[src/lrsgd_pkg.sv]
// Package for the LMS regression trainer: widths, register codes, item types
// and the control bundles passed between the top level and its units.
// No dependencies.
`timescale 1ns / 1ps
`default_nettype none

package lrsgd_pkg;

	// Default parameter values
	localparam int unsigned MAX_FEATURES_DEF = 8;
	localparam int unsigned FRAC_BITS_DEF    = 16;

	// Field and datapath widths
	localparam int unsigned N_FEAT_FIELDS = 8;
	localparam int unsigned FEAT_W        = 16;
	localparam int unsigned WEIGHT_W      = 32;
	localparam int unsigned ERR_W         = 48;
	localparam int unsigned LR_W          = 24;
	localparam int unsigned LR_FRAC       = 24;
	localparam int unsigned USE_W         = 4;
	localparam int unsigned PROD_W        = WEIGHT_W + FEAT_W;
	localparam int unsigned PRED_W        = PROD_W + 4;
	localparam int unsigned GAIN_MAG_W    = 41;
	localparam int unsigned GAIN_W        = GAIN_MAG_W + 1;
	localparam int unsigned UPD_W         = GAIN_W + FEAT_W;

	// Configuration port
	localparam int unsigned CFG_IDX_W  = 2;
	localparam int unsigned CFG_DATA_W = 24;
	localparam logic [CFG_IDX_W-1:0] REG_LEARNING_RATE   = 2'd0;
	localparam logic [CFG_IDX_W-1:0] REG_FEATURES_IN_USE = 2'd1;
	localparam logic [LR_W-1:0]      LR_RESET            = 24'd167772;
	localparam logic [USE_W-1:0]     USE_RESET           = 4'd8;

	// Largest step magnitude, 2^40
	localparam logic [GAIN_MAG_W-1:0] STEP_CLAMP = {1'b1, {(GAIN_MAG_W-1){1'b0}}};

	typedef struct packed {
		logic                     start_new_run;
		logic signed [FEAT_W-1:0] feature_0;
		logic signed [FEAT_W-1:0] feature_1;
		logic signed [FEAT_W-1:0] feature_2;
		logic signed [FEAT_W-1:0] feature_3;
		logic signed [FEAT_W-1:0] feature_4;
		logic signed [FEAT_W-1:0] feature_5;
		logic signed [FEAT_W-1:0] feature_6;
		logic signed [FEAT_W-1:0] feature_7;
		logic signed [FEAT_W-1:0] target_value;
	} sample_t;

	typedef struct packed {
		logic signed [ERR_W-1:0]    prediction_error;
		logic signed [WEIGHT_W-1:0] weight_0;
		logic signed [WEIGHT_W-1:0] weight_1;
		logic signed [WEIGHT_W-1:0] weight_2;
		logic signed [WEIGHT_W-1:0] weight_3;
		logic signed [WEIGHT_W-1:0] weight_4;
		logic signed [WEIGHT_W-1:0] weight_5;
		logic signed [WEIGHT_W-1:0] weight_6;
		logic signed [WEIGHT_W-1:0] weight_7;
		logic signed [WEIGHT_W-1:0] bias_value;
	} result_t;

	// Lane strobes
	typedef struct packed {
		logic restore;
		logic load;
		logic mul;
		logic upd;
		logic write;
	} lane_ctl_t;

	// Merge tree strobes
	typedef struct packed {
		logic pair;
		logic sum;
	} merge_ctl_t;

	// Step unit strobes
	typedef struct packed {
		logic mul;
		logic gain;
	} step_ctl_t;

endpackage

`default_nettype wire

[src/lrsgd_step.sv]
// Step unit: gain = sign(err) * round(2*lr*|err| / 2^24), clamped to 2^40.
// The 48x24 product is split into two 24x24 partial products.
// Depends on lrsgd_pkg.
`timescale 1ns / 1ps
`default_nettype none

module lrsgd_step (
	input  logic                                clk,
	input  lrsgd_pkg::step_ctl_t                ctl,
	input  logic signed [lrsgd_pkg::ERR_W-1:0]  err,
	input  logic [lrsgd_pkg::LR_W-1:0]          lr,
	output logic signed [lrsgd_pkg::GAIN_W-1:0] gain
);
	import lrsgd_pkg::*;

	localparam int unsigned HI_W  = ERR_W - LR_FRAC;
	localparam int unsigned PP_W  = LR_W + LR_FRAC;
	localparam int unsigned TOT_W = PP_W + 2;
	localparam logic [TOT_W-1:0] HALF = TOT_W'(1) << (LR_FRAC - 1);

	logic [ERR_W-1:0]          mag_c;
	logic [HI_W-1:0]           hi_c;
	logic [LR_FRAC-1:0]        lo_c;
	logic [PP_W-1:0]           ph_c;
	logic [PP_W-1:0]           pl_c;
	logic                      neg_s4;
	logic [PP_W-1:0]           ph_s4;
	logic [PP_W-1:0]           pl_s4;
	logic [TOT_W-1:0]          rnd_c;
	logic [TOT_W-1:0]          tot_c;
	logic [GAIN_MAG_W-1:0]     gmag_c;
	logic signed [GAIN_W-1:0]  gpos_c;
	logic signed [GAIN_W-1:0]  gain_s5;

	// Magnitude split into high and low halves
	assign mag_c = err[ERR_W-1] ? ERR_W'(-err) : ERR_W'(err);
	assign hi_c  = mag_c[ERR_W-1:LR_FRAC];
	assign lo_c  = mag_c[LR_FRAC-1:0];
	assign ph_c  = hi_c * lr;
	assign pl_c  = lo_c * lr;

	// Recombine with rounding, clamp and apply sign
	assign rnd_c  = ({1'b0, pl_s4, 1'b0} + HALF) >> LR_FRAC;
	assign tot_c  = {1'b0, ph_s4, 1'b0} + rnd_c;
	assign gmag_c = (tot_c > TOT_W'(STEP_CLAMP)) ? STEP_CLAMP : tot_c[GAIN_MAG_W-1:0];
	assign gpos_c = GAIN_W'(gmag_c);

	always_ff @(posedge clk) begin
		if (ctl.mul) begin
			neg_s4 <= err[ERR_W-1];
			ph_s4  <= ph_c;
			pl_s4  <= pl_c;
		end
		if (ctl.gain) begin
			gain_s5 <= neg_s4 ? -gpos_c : gpos_c;
		end
	end

	assign gain = gain_s5;

endmodule

`default_nettype wire

[config.mk]
export PLATFORM = sky130hd
export DESIGN_NAME = lrsgd_step
export DESIGN_NICKNAME = d
export VERILOG_FILES = /design/src/lrsgd_pkg.sv /design/src/lrsgd_step.sv
export SDC_FILE = /design/constraint.sdc
export NUM_CORES = 2
export LEC_CHECK = 0
export ABC_AREA = 1
export BUFFER_PORTS_ARGS = -buffer_cell sky130_fd_sc_hd__buf_2
export CAP_MARGIN = 20
export CORE_MARGIN = 8
export CORE_UTILIZATION = 60
export DETAILED_ROUTE_END_ITERATION = 6
export HOLD_SLACK_MARGIN = 0.05
export PLACE_DENSITY = 0.83
export SLEW_MARGIN = 20
export SYNTH_ARGS = -nofsm -noshare
export SYNTH_HDL_FRONTEND = slang
export SYNTH_SLANG_ARGS = --single-unit
[constraint.sdc]
create_clock -name clk -period 11.3 [get_ports clk]
set_input_delay 1.695 -clock clk [delete_from_list [all_inputs] [get_ports clk]]
set_output_delay 1.695 -clock clk [all_outputs]
set_load 0.02 [all_outputs]
==> results.toml <==
[routing]
firstDrtPassIters = 7
wl_per_cell_um = 20.6
vias = 40051
via_per_inst = 5.70
wirelength_um = 145000
drc = 6
ant_nets = 0
drtIter0Drc = 3827

[worst_hold_path]
hold_path.class = "reg -> reg"

[timing]
slew_violations = 0
fin_crit_sh = 0.926
finalSetupViolCount = 0
period_needed_ps = 10460
setup_slack_ps = 841
hold_viol = 0
rsz0062_at_grt = "no"
setup_tns_ps = 0
slew_headroom = 0.155
tightest_slew_ps = 1270
hold_slack_ps = 884
fmax_mhz = 95.6
clock_skew_ps = 13.8

[synth]
synth_commonest_cells = "inv_1 (1449), nand2_1 (1368), fa_1 (964)"
yosysMostFrequentCell = "inv_1"
post_synth.cell_area_avg_um2 = 7.79
synth_top_family_by_area = "adder cells"
syn_nets = 7342
synth_seq_cells = 117
synthAdderAreaFrac = 0.518
synthMuxAreaShare = 0
synth_compound_area_frac = 0.0357
yosys.area_share.simple = 0.205
yosysTopAreaCellShare = 0.418
syn_inst = 5931
yosys.area.top_type = "fa_1"
yosysSeqAreaShare = 0.0760
synth_cell_types = 52
synth_edf_count = 117
synth_area_mm2 = 0.0462
synth_area_leaders = "fa_1 (42%), inv_1 (12%), nand2_1 (11%)"
synthArstFlopShare = 0
synthXorXnorAreaFrac = 0.0278
ys_warn_count = 0
ys.flop_type = "edfxtp_1"

[final_layout]
register_area_mm2 = 0.00351
fin_area_mm2 = 0.0488
fill_cells = 6540
area_growth_pct = 5.52
multi_input_area_mm2 = 0.0364
layout.nets = 7391
final_layout_size_suffix_gt1_frac = 0.0526

[placement]
gp_congestion = 1.04
port_buffers = 116
dp_hpwl_um = 117000
dpl_cell_area_mm2 = 0.0481
dp_slack_ps = 527

[worst_setup_path]
required_ps = 11480
arrival_ps = 10640
cp_top_family = "adder cells"
end_kind = "register"
critPathMaxFanout = 14
worst-setup-path-type = "in -> reg"
critical_path.startpoint_type = "input pin"
crit_slowest_cell = "fa_1"
cpPeakStageDelay_ps = 560
crit_buf_inv = 12
path_common_cell = "inv_1"

[global_routing]
gr-usage-all-layers = 0.342
antenna_found_initial = 7
grt_overflow = 0
grt_pass1_wl_um = 229000
grt_max_degree = 69
grt_pass1_vias = 42376

[run_status]
outcome = "finished with violations"
violations = "design-rule violations"

[clock_network]
cts_hold_buf = 0
cts_resized = 0
cts_max_path_buffers = 2
clock_latency_ps = 440
htreeDepth = 4
clock-sinks = 117
clkTransAtPathRegs_ps = 60
cts_tree = "yes"
root_buffer = "clkbuf_16"
cts_setup_buffers = 0
cts_made_buffers = 17

[floorplanning]
design.die.area_mm2 = 0.0861
core_mm2 = 0.0761
die_h_um = 293
chipWidth_um = 293
start_util = 0.607
ios = 117
std_cell_rows = 101

[run]
cap_violations = 0
==> through the flow <==
| step | utilization | cells |
|---|---|---|
| after floorplan | - | 5931 |
| after global placement | 0.633 | 6991 |
| after CTS | 0.641 | 7023 |
| after detailed placement | 0.633 | 6991 |
| final | 0.641 | 7028 |
| after global routing | 0.641 | 7025 |
==> placed cells by master, fill, tap and decap left out, drive strengths merged, types with 5 or more instances in the layout <==
cell and count:
inv 1460, nand2 1375, fa 964, nor2 732, ha 372, buf 230
nand3 135, a21oi 120, edfxtp 117, xor2 104, o21ai 86, xnor2 42
nor3 39, nand4 31, or2 21, clkinv 21, a31oi 18, nor4 18
nand3b 17, clkbuf 17, o31ai 13, o41ai 11, o21a 8, o211ai 6
diode 5, a21o 5, o21bai 5
==> worst reg2reg max path: cells and delay by family, from the launching register on <==
kind,cells,cell delay (ps)
adders and majority gates,3,770
xor gates and xnor gates,2,610
buffers and inverters,4,490
and+or+nand+nor,28,4460
DFF,1,420
AOI/OAI and AO/OA,1,400
==> worst paths after layout <==
path | start | end | slack, ps | depth (start not counted)
worst min-delay path | pl_s4[23] | gain[0] | 880 | 3
worst max-delay path | err[7] | ph_s4[46] | 840 | 45
worst max register to register | pl_s4[22] | gain[26] | 3910 | 38
worst min register to register | pl_s4[23] | gain[0] | 880 | 3
==> logic make-up after synthesis <==
family,count (synthesis)
AND/OR/NAND/NOR,2373
buffers and inverters,1671
adder cells (fa/ha/maj),1336
AO/OA/AOI/OAI,288
XOR/XNOR,146
flip-flops,117
==> final cells by class <==
cell class                      count  area share
Sequential cell                   117      0.0721
Antenna cell                        5    0.000257
Tap cell                         1030      0.0264
Clock inverter                     15     0.00346
Inverter                         1471       0.113
Multi-Input combinational cell   4143       0.746
Clock buffer                       17     0.00873
Timing Repair Buffer              230      0.0295
==> flip-flops by register name (all words and copies together), names as in the netlist <==
signal / count
pl_s4: 26
gain: 42
neg_s4: 1
ph_s4: 48
==> per-layer routing <==
| metal | vias up | global-route usage | routed length, um |
|---|---|---|---|
| met5 | - | 0 | 46 |
| li1 | 17480 | - | - |
| met2 | 2671 | 0.524 | 61600 |
| met3 | 669 | 0.127 | 21600 |
| met1 | 19225 | 0.420 | 51700 |
| met4 | 6 | 0.188 | 9940 |
Power is not shown: default switching activity piles up to over one toggle a cycle in this logic, so the estimate is an artifact.
