$ cat src/lrsgd_pkg.sv
// Package for the LMS regression trainer: widths, register codes, item types
// and the control bundles passed between the top level and its units.
// No dependencies.
`timescale 1ns / 1ps
`default_nettype none

package lrsgd_pkg;

	// Default parameter values
	localparam int unsigned MAX_FEATURES_DEF = 8;
	localparam int unsigned FRAC_BITS_DEF    = 16;

	// Field and datapath widths
	localparam int unsigned N_FEAT_FIELDS = 8;
	localparam int unsigned FEAT_W        = 16;
	localparam int unsigned WEIGHT_W      = 32;
	localparam int unsigned ERR_W         = 48;
	localparam int unsigned LR_W          = 24;
	localparam int unsigned LR_FRAC       = 24;
	localparam int unsigned USE_W         = 4;
	localparam int unsigned PROD_W        = WEIGHT_W + FEAT_W;
	localparam int unsigned PRED_W        = PROD_W + 4;
	localparam int unsigned GAIN_MAG_W    = 41;
	localparam int unsigned GAIN_W        = GAIN_MAG_W + 1;
	localparam int unsigned UPD_W         = GAIN_W + FEAT_W;

	// Configuration port
	localparam int unsigned CFG_IDX_W  = 2;
	localparam int unsigned CFG_DATA_W = 24;
	localparam logic [CFG_IDX_W-1:0] REG_LEARNING_RATE   = 2'd0;
	localparam logic [CFG_IDX_W-1:0] REG_FEATURES_IN_USE = 2'd1;
	localparam logic [LR_W-1:0]      LR_RESET            = 24'd167772;
	localparam logic [USE_W-1:0]     USE_RESET           = 4'd8;

	// Largest step magnitude, 2^40
	localparam logic [GAIN_MAG_W-1:0] STEP_CLAMP = {1'b1, {(GAIN_MAG_W-1){1'b0}}};

	typedef struct packed {
		logic                     start_new_run;
		logic signed [FEAT_W-1:0] feature_0;
		logic signed [FEAT_W-1:0] feature_1;
		logic signed [FEAT_W-1:0] feature_2;
		logic signed [FEAT_W-1:0] feature_3;
		logic signed [FEAT_W-1:0] feature_4;
		logic signed [FEAT_W-1:0] feature_5;
		logic signed [FEAT_W-1:0] feature_6;
		logic signed [FEAT_W-1:0] feature_7;
		logic signed [FEAT_W-1:0] target_value;
	} sample_t;

	typedef struct packed {
		logic signed [ERR_W-1:0]    prediction_error;
		logic signed [WEIGHT_W-1:0] weight_0;
		logic signed [WEIGHT_W-1:0] weight_1;
		logic signed [WEIGHT_W-1:0] weight_2;
		logic signed [WEIGHT_W-1:0] weight_3;
		logic signed [WEIGHT_W-1:0] weight_4;
		logic signed [WEIGHT_W-1:0] weight_5;
		logic signed [WEIGHT_W-1:0] weight_6;
		logic signed [WEIGHT_W-1:0] weight_7;
		logic signed [WEIGHT_W-1:0] bias_value;
	} result_t;

	// Lane strobes
	typedef struct packed {
		logic restore;
		logic load;
		logic mul;
		logic upd;
		logic write;
	} lane_ctl_t;

	// Merge tree strobes
	typedef struct packed {
		logic pair;
		logic sum;
	} merge_ctl_t;

	// Step unit strobes
	typedef struct packed {
		logic mul;
		logic gain;
	} step_ctl_t;

endpackage

`default_nettype wire

$ cat src/lrsgd_lane.sv
// One feature lane: holds its weight, forms weight*feature for the prediction
// and applies the saturating update weight += gain*feature.
// Depends on lrsgd_pkg.
`timescale 1ns / 1ps
`default_nettype none

module lrsgd_lane #(
	parameter int unsigned FRAC_BITS = lrsgd_pkg::FRAC_BITS_DEF
) (
	input  logic                                   clk,
	input  logic                                   arst_n,
	input  lrsgd_pkg::lane_ctl_t                   ctl,
	input  logic                                   active,
	input  logic signed [lrsgd_pkg::FEAT_W-1:0]    feature,
	input  logic signed [lrsgd_pkg::GAIN_W-1:0]    gain,
	output logic signed [lrsgd_pkg::WEIGHT_W-1:0]  weight,
	output logic signed [lrsgd_pkg::PROD_W-1:0]    product
);
	import lrsgd_pkg::*;

	localparam int unsigned SUM_W = UPD_W + 1;
	localparam logic signed [WEIGHT_W-1:0] WEIGHT_ONE =
		{{(WEIGHT_W-1){1'b0}}, 1'b1} << FRAC_BITS;
	localparam logic signed [WEIGHT_W-1:0] W_MAX = {1'b0, {(WEIGHT_W-1){1'b1}}};
	localparam logic signed [WEIGHT_W-1:0] W_MIN = {1'b1, {(WEIGHT_W-1){1'b0}}};

	logic signed [FEAT_W-1:0]   x_q;
	logic signed [WEIGHT_W-1:0] weight_q;
	logic signed [PROD_W-1:0]   mul_c;
	logic signed [PROD_W-1:0]   prod_s1;
	logic signed [UPD_W-1:0]    upd_c;
	logic signed [UPD_W-1:0]    upd_s2;
	logic signed [SUM_W-1:0]    sum_c;
	logic signed [WEIGHT_W-1:0] sat_c;

	// Multipliers for prediction and update
	assign mul_c = weight_q * x_q;
	assign upd_c = gain * x_q;

	// Saturating weight update
	assign sum_c = SUM_W'(weight_q) + SUM_W'(upd_s2);
	always_comb begin
		if (sum_c > SUM_W'(W_MAX)) begin
			sat_c = W_MAX;
		end else if (sum_c < SUM_W'(W_MIN)) begin
			sat_c = W_MIN;
		end else begin
			sat_c = sum_c[WEIGHT_W-1:0];
		end
	end

	// Hold the weight; restore to 1.0 on a new run
	always_ff @(posedge clk or negedge arst_n) begin
		if (!arst_n) begin
			weight_q <= WEIGHT_ONE;
		end else if (ctl.restore) begin
			weight_q <= WEIGHT_ONE;
		end else if (ctl.write && active) begin
			weight_q <= sat_c;
		end
	end

	// Capture feature and register both products
	always_ff @(posedge clk) begin
		if (ctl.load) begin
			x_q <= feature;
		end
		if (ctl.mul) begin
			prod_s1 <= active ? mul_c : '0;
		end
		if (ctl.upd) begin
			upd_s2 <= upd_c;
		end
	end

	assign weight  = weight_q;
	assign product = prod_s1;

endmodule

`default_nettype wire

$ cat config.mk
export PLATFORM = sky130hd
export DESIGN_NAME = lrsgd_lane
export DESIGN_NICKNAME = d
export VERILOG_FILES = /design/src/lrsgd_pkg.sv /design/src/lrsgd_lane.sv
export SDC_FILE = /design/constraint.sdc
export NUM_CORES = 2
export LEC_CHECK = 0
export BUFFER_PORTS_ARGS = -buffer_cell sky130_fd_sc_hd__buf_2
export CORE_MARGIN = 2
export CORE_UTILIZATION = 55
export DETAILED_ROUTE_END_ITERATION = 10
export PLACE_DENSITY = 0.72
export SYNTH_ARGS = -nofsm -noshare
export SYNTH_HDL_FRONTEND = slang
export SYNTH_SLANG_ARGS = --single-unit
$ cat constraint.sdc
create_clock -name clk -period 13.25 [get_ports clk]
set_input_delay 0.6625 -clock clk [delete_from_list [all_inputs] [get_ports clk]]
set_output_delay 0.6625 -clock clk [all_outputs]
set_load 0.05 [all_outputs]
==> results.md <==
- Crit share post-route: approximately two thirds
- Port-buffer cells: between 100 and 150
- Worst Hold Class: in2async
- Main combinational cell family by area after synthesis: adder cells
- Setup tns final: 0 ns
- H-tree depth: 4
- CORE AREA: about 89000 sq um
- Avg Vias per Cell: between 5 and 6
- Simple-gate share of the synthesized area: between 10% and 20%
- Critical path fanouts, max: 46
- Number of non-filler instances in the completed layout: 6641
- CTS tree: done
- Filler cells: between 7k and 8k
- Yosys cell types: 79
- Worst EP required: 13.49 ns
- Fin Clk Skew: between 0.015 and 0.02 ns
- Seq/Total Area, Yosys: under 10%
- Clock Latency Late Sink: around 0.50 ns
- Hpwl dp: a little over 90000 um
- R2R depth: 25
- Mux cell area share after synthesis: 0.0406%
- Post-Synth XOR/XNOR Area: about 2.8%
- Slew at the pin with the worst max-slew slack: approximately 1.2 ns
- Io pins: about 150
- Startpoint types: register
- Initial Utilization: about 56%
- Rows: ~110
- Final Max Tran Viols: 0
- Clk pin slew, worst setup/hold paths: roughly 0.080 ns
- Drt pass-1 iters: 5
- Min Clock Period, post-route: ~8.8 ns
- Syn Area/Cell: 8.91 sq um
- Syn nets: 7011
- GRT Overall Usage: about 28%
- Rel. slew slack: around a fifth
- Yosys warnings: 0
- Post-synthesis compound-gate area fraction: 7.22%
- Initial antenna violation count: 6
- Worst Path Arrival: 9.02 ns
- Largest net degree at the start of global routing: 75
- Chip height: 303 um
- Placer Congestion: ~0.90
- Reg-to-Reg Start: x_q[3]$_DFFE_PP_
- First-pass GRT wire length: between 200000 and 250000 um
- Setup slack, reg-to-reg: approximately 4.5 ns
- Remaining antenna violation count: 0
- Longest Clk Path Bufs: 2
- CTS sink count: between 150 and 200
- FFs w/ async S/R, synth: between 20 and 25%
- Final setup violating endpoints: 0
- Final WL: around 120000 um
- Vias: approximately 37k
- Commonest non-fill, non-tap cell in the layout: inv_1
- CTS Hold Buffers Added: 0
- Final net count: 6947
- Die area: around 92000 sq um
- Synth Area in Adders: approximately 53%
- Proportion of layout cells with a drive suffix above 1: under 10%
- Setup Buffers After CTS: 0
- Status: finished clean
- Register bit count reported by yosys: 154
- Sequential cell area: about 4500 sq um
- Crit. End Element: register
- Syn Std Cell Area: ~49000 sq um
- Placed insts: 6608
- Iter 0 DRT Violations: between 2k and 3k
- MaxCap Viol Count: 0
- Vias in the first global route: 39.1k
- Wire per inst: 18.4 um
- # resized after CTS: 0
- Final hold vios: 0
- Congestion Overflow GR: 0
- Clock Tree Root: clkbuf_16
- Top FF cell, synth: edfxtp_1
- Commonest non-fill, non-tap cells in the layout: inv_1, fa_1, nand2_1
- RSZ-0062 raised after global routing: false
- Hold WS: 0.236 ns
- Die Wd: around 300 um
- Area of the multi-input gates: around 39000 sq um
- Post-synth EDFFs: 122
- Class of the most critical setup path: reg2reg
- RR Endpoint: upd_s2[54]$_DFFE_PP_
- Fmax: roughly 0.11 GHz
- Drt drc: 0
- Mapped Cells: around 5.5k
- Syn-to-layout area delta: 4.25%
- CTS buffer count: 17
-- final cells by class --
class | instances | share of cell area (%)
Timing Repair Buffer | 184 | 1.98
Clock inverter | 13 | 0.368
Sequential cell | 154 | 8.70
Antenna cell | 1 | 0.00487
Tap cell | 1165 | 2.84
Inverter | 1392 | 10.2
Multi-Input combinational cell | 3713 | 75.1
Clock buffer | 19 | 0.843
-- sequential cells by signal (all words and copies together) (netlist names) --
signal / count
product: 48
upd_s2: 58
weight: 32
x_q: 16
-- critical path, cell delays in order (launching register included) --
cell	delay, ns
edfxtp_1	1.15
buf_4	0.61
nand2_1	0.16
fa_1	0.50
fa_1	0.46
fa_1	0.55
inv_1	0.06
fa_1	0.50
fa_1	0.49
inv_1	0.05
fa_1	0.47
inv_1	0.04
ha_1	0.35
nand3_1	0.12
nand2b_1	0.16
o32ai_1	0.53
a31oi_1	0.27
o31a_1	0.37
o21a_1	0.24
and3_1	0.17
or3_1	0.42
o2111ai_1	0.25
a21oi_1	0.17
o21bai_1	0.15
a21oi_1	0.09
xnor2_1	0.13
-- through the flow --
| step | setup WS, ns | utilization, % | cell area [sq um] |
|---|---|---|---|
| 6_report | 4.47 | 58.0 | 51400 |
| 3_3_place_gp | 4.73 | 57.3 | 50700 |
| 4_1_cts | 4.54 | 58.0 | 51400 |
| 3_5_place_dp | 4.56 | 57.3 | 50700 |
| 5_1_grt | 4.05 | 58.0 | 51400 |
| 2_1_floorplan | 5.56 | - | 49300 |
-- Yosys cell counts (all sizes together), types with 7 or more instances --
master / number / area [sq um]
inv: 1391 / 5220
fa: 1113 / 22300
nand2: 821 / 3080
and2: 396 / 2480
ha: 306 / 3830
clkbuf: 260 / 976
a21oi: 178 / 891
nor2: 170 / 638
edfxtp: 122 / 3660
xnor2: 104 / 911
a21o: 93 / 698
o21ai: 81 / 405
xor2: 51 / 447
nand3: 38 / 190
nand2b: 33 / 206
dfrtp: 31 / 776
a221o: 30 / 300
nand4: 30 / 188
and3: 26 / 163
nor2b: 24 / 150
o21bai: 23 / 173
nor3: 22 / 115
a211oi: 16 / 125
o21a: 16 / 120
a31oi: 13 / 81.3
o211ai: 12 / 109
or3: 10 / 62.6
nor4: 9 / 68.8
a2111oi: 8 / 70.1
a211o: 8 / 70.1
or2: 8 / 50.1
buf: 7 / 41.3
-- worst max path at each step --
| stage | cells after the start | slack, ns | from | endpoint |
|---|---|---|---|---|
| 3_5_place_dp | 25 | 4.56 | x_q[3]$_DFFE_PP_ | upd_s2[54]$_DFFE_PP_ |
| 2_1_floorplan | 29 | 5.56 | weight[16]$_DFFE_PN1P_ | product[46]$_SDFFCE_PN0P_ |
| 5_1_grt | 25 | 4.05 | x_q[3]$_DFFE_PP_ | upd_s2[54]$_DFFE_PP_ |
| 6_report | 25 | 4.47 | x_q[3]$_DFFE_PP_ | upd_s2[54]$_DFFE_PP_ |
| 4_1_cts | 25 | 4.54 | x_q[3]$_DFFE_PP_ | upd_s2[54]$_DFFE_PP_ |
| 3_3_place_gp | 25 | 4.73 | x_q[3]$_DFFE_PP_ | upd_s2[54]$_DFFE_PP_ |
-- logic make-up after synthesis --
family          count (synthesis)
mux                             2
compound gates                535
fa+ha+maj                    1419
xor+xnor                      155
simple gates                 1602
buf+inv                      1659
flops                         154
-- per-layer routing --
layer / routed length (um) / global-route usage [%]
met3: 7660 / 3.46
met1: 48700 / 36.6
met2: 61300 / 48.2
met5: 26 / 0
met4: 4320 / 10.2
Power is left out: the tool's default activity adds up to more than one toggle a clock period on the data nets, which glitch-free logic cannot reach.
