===== src/lrsgd_pkg.sv =====
// Package for the LMS regression trainer: widths, register codes, item types
// and the control bundles passed between the top level and its units.
// No dependencies.
`timescale 1ns / 1ps
`default_nettype none

package lrsgd_pkg;

	// Default parameter values
	localparam int unsigned MAX_FEATURES_DEF = 8;
	localparam int unsigned FRAC_BITS_DEF    = 16;

	// Field and datapath widths
	localparam int unsigned N_FEAT_FIELDS = 8;
	localparam int unsigned FEAT_W        = 16;
	localparam int unsigned WEIGHT_W      = 32;
	localparam int unsigned ERR_W         = 48;
	localparam int unsigned LR_W          = 24;
	localparam int unsigned LR_FRAC       = 24;
	localparam int unsigned USE_W         = 4;
	localparam int unsigned PROD_W        = WEIGHT_W + FEAT_W;
	localparam int unsigned PRED_W        = PROD_W + 4;
	localparam int unsigned GAIN_MAG_W    = 41;
	localparam int unsigned GAIN_W        = GAIN_MAG_W + 1;
	localparam int unsigned UPD_W         = GAIN_W + FEAT_W;

	// Configuration port
	localparam int unsigned CFG_IDX_W  = 2;
	localparam int unsigned CFG_DATA_W = 24;
	localparam logic [CFG_IDX_W-1:0] REG_LEARNING_RATE   = 2'd0;
	localparam logic [CFG_IDX_W-1:0] REG_FEATURES_IN_USE = 2'd1;
	localparam logic [LR_W-1:0]      LR_RESET            = 24'd167772;
	localparam logic [USE_W-1:0]     USE_RESET           = 4'd8;

	// Largest step magnitude, 2^40
	localparam logic [GAIN_MAG_W-1:0] STEP_CLAMP = {1'b1, {(GAIN_MAG_W-1){1'b0}}};

	typedef struct packed {
		logic                     start_new_run;
		logic signed [FEAT_W-1:0] feature_0;
		logic signed [FEAT_W-1:0] feature_1;
		logic signed [FEAT_W-1:0] feature_2;
		logic signed [FEAT_W-1:0] feature_3;
		logic signed [FEAT_W-1:0] feature_4;
		logic signed [FEAT_W-1:0] feature_5;
		logic signed [FEAT_W-1:0] feature_6;
		logic signed [FEAT_W-1:0] feature_7;
		logic signed [FEAT_W-1:0] target_value;
	} sample_t;

	typedef struct packed {
		logic signed [ERR_W-1:0]    prediction_error;
		logic signed [WEIGHT_W-1:0] weight_0;
		logic signed [WEIGHT_W-1:0] weight_1;
		logic signed [WEIGHT_W-1:0] weight_2;
		logic signed [WEIGHT_W-1:0] weight_3;
		logic signed [WEIGHT_W-1:0] weight_4;
		logic signed [WEIGHT_W-1:0] weight_5;
		logic signed [WEIGHT_W-1:0] weight_6;
		logic signed [WEIGHT_W-1:0] weight_7;
		logic signed [WEIGHT_W-1:0] bias_value;
	} result_t;

	// Lane strobes
	typedef struct packed {
		logic restore;
		logic load;
		logic mul;
		logic upd;
		logic write;
	} lane_ctl_t;

	// Merge tree strobes
	typedef struct packed {
		logic pair;
		logic sum;
	} merge_ctl_t;

	// Step unit strobes
	typedef struct packed {
		logic mul;
		logic gain;
	} step_ctl_t;

endpackage

`default_nettype wire


===== src/lrsgd_merge.sv =====
// Merge stage: two-level registered adder tree over the lane products plus
// bias, then target minus prediction saturated to the error width.
// Depends on lrsgd_pkg.
`timescale 1ns / 1ps
`default_nettype none

module lrsgd_merge #(
	parameter int unsigned MAX_FEATURES = lrsgd_pkg::MAX_FEATURES_DEF,
	parameter int unsigned FRAC_BITS    = lrsgd_pkg::FRAC_BITS_DEF
) (
	input  logic                                  clk,
	input  lrsgd_pkg::merge_ctl_t                 ctl,
	input  logic signed [lrsgd_pkg::PROD_W-1:0]   products [MAX_FEATURES],
	input  logic signed [lrsgd_pkg::WEIGHT_W-1:0] bias,
	input  logic signed [lrsgd_pkg::FEAT_W-1:0]   target,
	output logic signed [lrsgd_pkg::ERR_W-1:0]    err
);
	import lrsgd_pkg::*;

	localparam int unsigned NPAIR  = (MAX_FEATURES + 1) / 2;
	localparam int unsigned PAIR_W = PROD_W + 1;
	localparam int unsigned RAW_W  = PRED_W + 1;
	localparam logic signed [ERR_W-1:0] E_MAX = {1'b0, {(ERR_W-1){1'b1}}};
	localparam logic signed [ERR_W-1:0] E_MIN = {1'b1, {(ERR_W-1){1'b0}}};

	logic signed [PAIR_W-1:0] pair_c  [NPAIR];
	logic signed [PAIR_W-1:0] pair_s2 [NPAIR];
	logic signed [PRED_W-1:0] pred_c;
	logic signed [RAW_W-1:0]  tgt_c;
	logic signed [RAW_W-1:0]  diff_c;
	logic signed [ERR_W-1:0]  err_s3;

	// First tree level: add neighbouring lanes
	for (genvar k = 0; k < NPAIR; k++) begin : g_pair
		if (2 * k + 1 < MAX_FEATURES) begin : g_two
			assign pair_c[k] = PAIR_W'(products[2*k]) + PAIR_W'(products[2*k+1]);
		end else begin : g_one
			assign pair_c[k] = PAIR_W'(products[2*k]);
		end
	end

	// Second level: pair sums plus bias, then the error
	always_comb begin
		pred_c = PRED_W'(bias);
		for (int k = 0; k < NPAIR; k++) begin
			pred_c = pred_c + PRED_W'(pair_s2[k]);
		end
	end

	assign tgt_c  = RAW_W'(target) <<< FRAC_BITS;
	assign diff_c = tgt_c - RAW_W'(pred_c);

	always_ff @(posedge clk) begin
		if (ctl.pair) begin
			for (int k = 0; k < NPAIR; k++) begin
				pair_s2[k] <= pair_c[k];
			end
		end
		if (ctl.sum) begin
			if (diff_c > RAW_W'(E_MAX)) begin
				err_s3 <= E_MAX;
			end else if (diff_c < RAW_W'(E_MIN)) begin
				err_s3 <= E_MIN;
			end else begin
				err_s3 <= diff_c[ERR_W-1:0];
			end
		end
	end

	assign err = err_s3;

endmodule

`default_nettype wire


===== config.mk =====
export PLATFORM = sky130hd
export DESIGN_NAME = lrsgd_merge
export DESIGN_NICKNAME = d
export VERILOG_FILES = /design/src/lrsgd_pkg.sv /design/src/lrsgd_merge.sv
export SDC_FILE = /design/constraint.sdc
export NUM_CORES = 1
export LEC_CHECK = 0
export ABC_AREA = 1
export BUFFER_PORTS_ARGS = -buffer_cell sky130_fd_sc_hd__buf_2
export CAP_MARGIN = 20
export CORE_MARGIN = 2
export CORE_UTILIZATION = 50
export CTS_CLUSTER_SIZE = 12
export DETAILED_ROUTE_END_ITERATION = 6
export GPL_ROUTABILITY_DRIVEN = 1
export PLACE_DENSITY = 0.71
export SYNTH_ARGS = -nofsm -noshare
export SYNTH_HDL_FRONTEND = slang
export SYNTH_SLANG_ARGS = --single-unit

===== constraint.sdc =====
create_clock -name clk -period 9.1 [get_ports clk]
set_clock_uncertainty 0.15 [all_clocks]
set_input_delay 2.73 -clock clk [delete_from_list [all_inputs] [get_ports clk]]
set_output_delay 2.73 -clock clk [all_outputs]
set_load 0.03 [all_outputs]

==> run_results.csv <==
group,metric,value,unit
outcome,status,"finished clean",
critical_path,r2r.worst_path.cells,21,
grt,gr-total-overflow,0,
logic_synthesis,async_flop_share,0,%
grt,grt_usage,34.72,%
final_layout,utilization,57.87,%
critical_path,critPathMaxStageDelay,580,ps
logic_synthesis,synth_nets,4757,
critical_path,cpMaxStageDelayCell,"fa_1",
floorplan,initial_core_util,50.73,%
logic_synthesis,synth.distinct_cells,44,
critical_path,startpoint,"bias[31]",
cts,numCtsBuffers,29,
power,power_density,445.3,nW/um^2
grt,grt_pass1_wl,156800,microns
logic_synthesis,yosys-mux-area-fraction,0,%
logic_synthesis,synth_compound_area_share,12.26,%
floorplan,core,57920,sq um
power,max-vdd-ir-drop,0.6057,mV
critical_path,required,9280,ps
logic_synthesis,synth_top_family_by_area,"adder cells",
floorplan,die_area,60720,sq um
final_layout,drive_gt1_share,15.05,%
timing,final-setup-viol-count,0,
drt,ant_nets,0,
timing,tns,0,ps
timing,rsz0062_at_grt,"false",
timing,max_freq,136.2,MHz
critical_path,cp.arrival,7520,ps
timing,finalMaxSlewViolations,0,
critical_path,startpoint_type,"input pin",
logic_synthesis,synthTopCellsByArea,"edfxtp_1 25%, fa_1 13%, inv_1 11%",
final_layout,syn_to_final_growth,14.08,%
logic_synthesis,syn_area,29380,sq um
critical_path,cp_max_fo,47,
critical_path,setup.worst_path.end,"err[0]",
drt,viasPerCell,5.341,
place,io_buffers,482,
critical_path,path_common_cell,"nand2_1",
drt,dr_total_vias,27622,
critical_path,cp-end-kind,"flop",
drt,drc,0,
final_layout,fin_nets,5265,
cts,cts_tree,"built",
logic_synthesis,synth_xor_area_share,6.499,%
worst_hold_path,holdCritStartpoint,"pair_s2[0][0]",
critical_path,timing.rr.start,"pair_s2[0][48]",
job,drv_cap,0,
place,placed_area,32660,sq um
power,p_leak,17.24,nW
timing,worst_slew_pin_slew,1145,ps
critical_path,r2r_slack,3960,ps
cts,cts_sinks,244,
logic_synthesis,ys_ff_latch,244,
grt,grt_pass1_vias,26748,
logic_synthesis,synth_fa_ha_area_share,23.70,%
critical_path,cp_cell_sequence,"buf_2 -> inv_1 -> fa_1 -> fa_1 -> inv_1 -> fa_1 -> inv_1 -> ha_1 -> nand2_1 -> nor2_2 -> inv_1 -> nor2_1 -> nand2_1 -> nor2_1 -> nand2_1 -> nand3_1 -> nand2_1 -> nand2_1 -> and2_4 -> nand3b_4 -> nand2_4 -> nand2_1",
timing,timing.hold.ws,804.9,ps
floorplan,pin_count,483,
timing,post-route-period-util,80.67,%
worst_hold_path,min_path_type,"flop to flop",
logic_synthesis,yosys.area.top_type,"edfxtp_1",
critical_path,r2r-end,"err[0]",
logic_synthesis,ys.flop_type,"edfxtp_1",
logic_synthesis,synth-simple-area-share,20.57,%
cts,htree_levels,1,
logic_synthesis,synth-edff-count,244,
final_layout,final_cell_area,33520,sq um
place,hpwl,94200,microns
logic_synthesis,ys_warn_count,0,
floorplan,core.rowCount,88,
grt,grt_max_degree,172,
place,gp_congestion,1.029,
cts,clk_path_buf_depth,3,
timing,period_minus_slack,7341,ps
floorplan,die_w,246.4,microns
logic_synthesis,yosys.area.top_type_share,24.94,%
cts,cts_setup_buffers,0,
drt,drt-initial-drc-count,2156,
cts,cts-resized-gates,0,
logic_synthesis,avgSynthCellArea,7.578,sq um
cts,clk-insertion-delay-late,610,ps
critical_path,crit_type,"input pin to flop",
floorplan,die_y,246.4,microns
grt,antenna_found_initial,3,
drt,wl_per_cell,20.53,microns
drt,drtPass1Iterations,6,
cts,cts_root_buffer,"clkbuf_16",
timing,timing.slew.headroom,23.69,%
logic_synthesis,syn_inst,3877,
cts,ctsHoldBuffers,0,
logic_synthesis,yosysSeqAreaShare,24.94,%
timing,hold_violations,0,
cts,cts.clk_slew.worst_paths,60,ps
drt,drt-total-wl,106200,microns
final_layout,fillers,5676,
-- per-layer routing --
metal  up-vias  global-route usage, %  share of wire [%]
met4         2                  12.58                4.3
met3       157                  4.129                7.8
li1      13363                      -                  -
met5         -                 0.8987              0.065
met2      1179                  54.61                 44
met1     12921                  49.10                 44
-- placed cells by master, fill, tap and decap left out, types with 6 or more instances in the layout --
cell,netlist,layout
a211oi_1,6,6
a21boi_0,10,10
a21o_1,56,56
a21oi_1,275,275
a311oi_1,6,6
a31oi_1,61,61
and3_1,16,16
buf_2,2,481
clkbuf_1,0,6
clkbuf_16,0,29
clkinv_1,0,6
edfxtp_1,244,244
fa_1,186,186
ha_1,259,259
inv_1,876,876
inv_2,26,26
nand2_1,731,730
nand2_2,74,75
nand3_1,119,119
nand4_1,33,33
nor2_1,368,368
nor2_2,22,22
nor3_1,40,40
nor4_1,6,6
o21a_1,32,32
o21ai_0,147,147
o21ai_1,9,9
o21bai_1,20,20
xnor2_1,59,59
xor2_1,159,159
-- worst min path at each step --
stage / to / cells after the start
floorplan: err[0] / 5
global placement: err[0] / 5
detailed placement: err[0] / 5
CTS: err[0] / 5
global route: err[0] / 5
finish: err[0] / 5
-- cell usage after synthesis (all sizes together), types with 2 or more instances --
| cell | number |
|---|---|
| nor3 | 43 |
| a31oi | 61 |
| edfxtp | 244 |
| nor4 | 7 |
| xor2 | 159 |
| nand2 | 806 |
| buf | 10 |
| o211ai | 4 |
| and3 | 16 |
| o221ai | 4 |
| a21o | 56 |
| nand3b | 2 |
| a211oi | 6 |
| ha | 259 |
| nand4 | 33 |
| a21oi | 275 |
| fa | 186 |
| o21a | 32 |
| a311oi | 6 |
| nor2 | 394 |
| o21bai | 20 |
| o21ai | 156 |
| xnor2 | 59 |
| nand3 | 120 |
| inv | 902 |
| a21boi | 10 |
| and2 | 4 |
-- cells by family after synthesis --
kind of cell    Yosys count
flops                   244
fa+ha+maj               445
xor+xnor                218
buf+inv                 912
simple gates           1426
compound gates          632
-- worst max-delay path: cells and delay by family --
kind,cells,cell delay (ps)
adder cells (fa/ha/maj),4,2030
AND/OR/NAND/NOR,13,1850
buffers and inverters,5,890
-- stage by stage --
step	setup WS [ps]	std cells	power (mW)
after floorplan	2258	3877	10.98
after global placement	1200	5119	13.61
after detailed placement	1135	5119	13.69
after CTS	1750	5170	14.81
after global routing	1292	5172	16.35
final	1759	5172	14.92
-- report_power, final --
group / switching [mW] / internal [mW]
combinational: 7.99 / 3.83
sequential: 0.118 / 1.91
clock: 0.489 / 0.584
-- registers in the layout (all words and copies together) (netlist names) --
| register | cells |
|---|---|
| pair_s2 | 196 |
| err | 48 |
-- layout make-up --
cell class              instances  area, sq um  share of cell area [%]
clock buffers                  35        748.2                   2.232
flip-flops and latches        244         7327                   21.86
diodes                          2        5.005                 0.01493
repair buffers                487         2469                   7.365
multi-input cells            2721        18520                   55.27
clock inverters                16        102.6                  0.3061
inverters                     902         3386                   10.10
well taps                     765        957.2                   2.856
(Power assumes the default switching activity.)
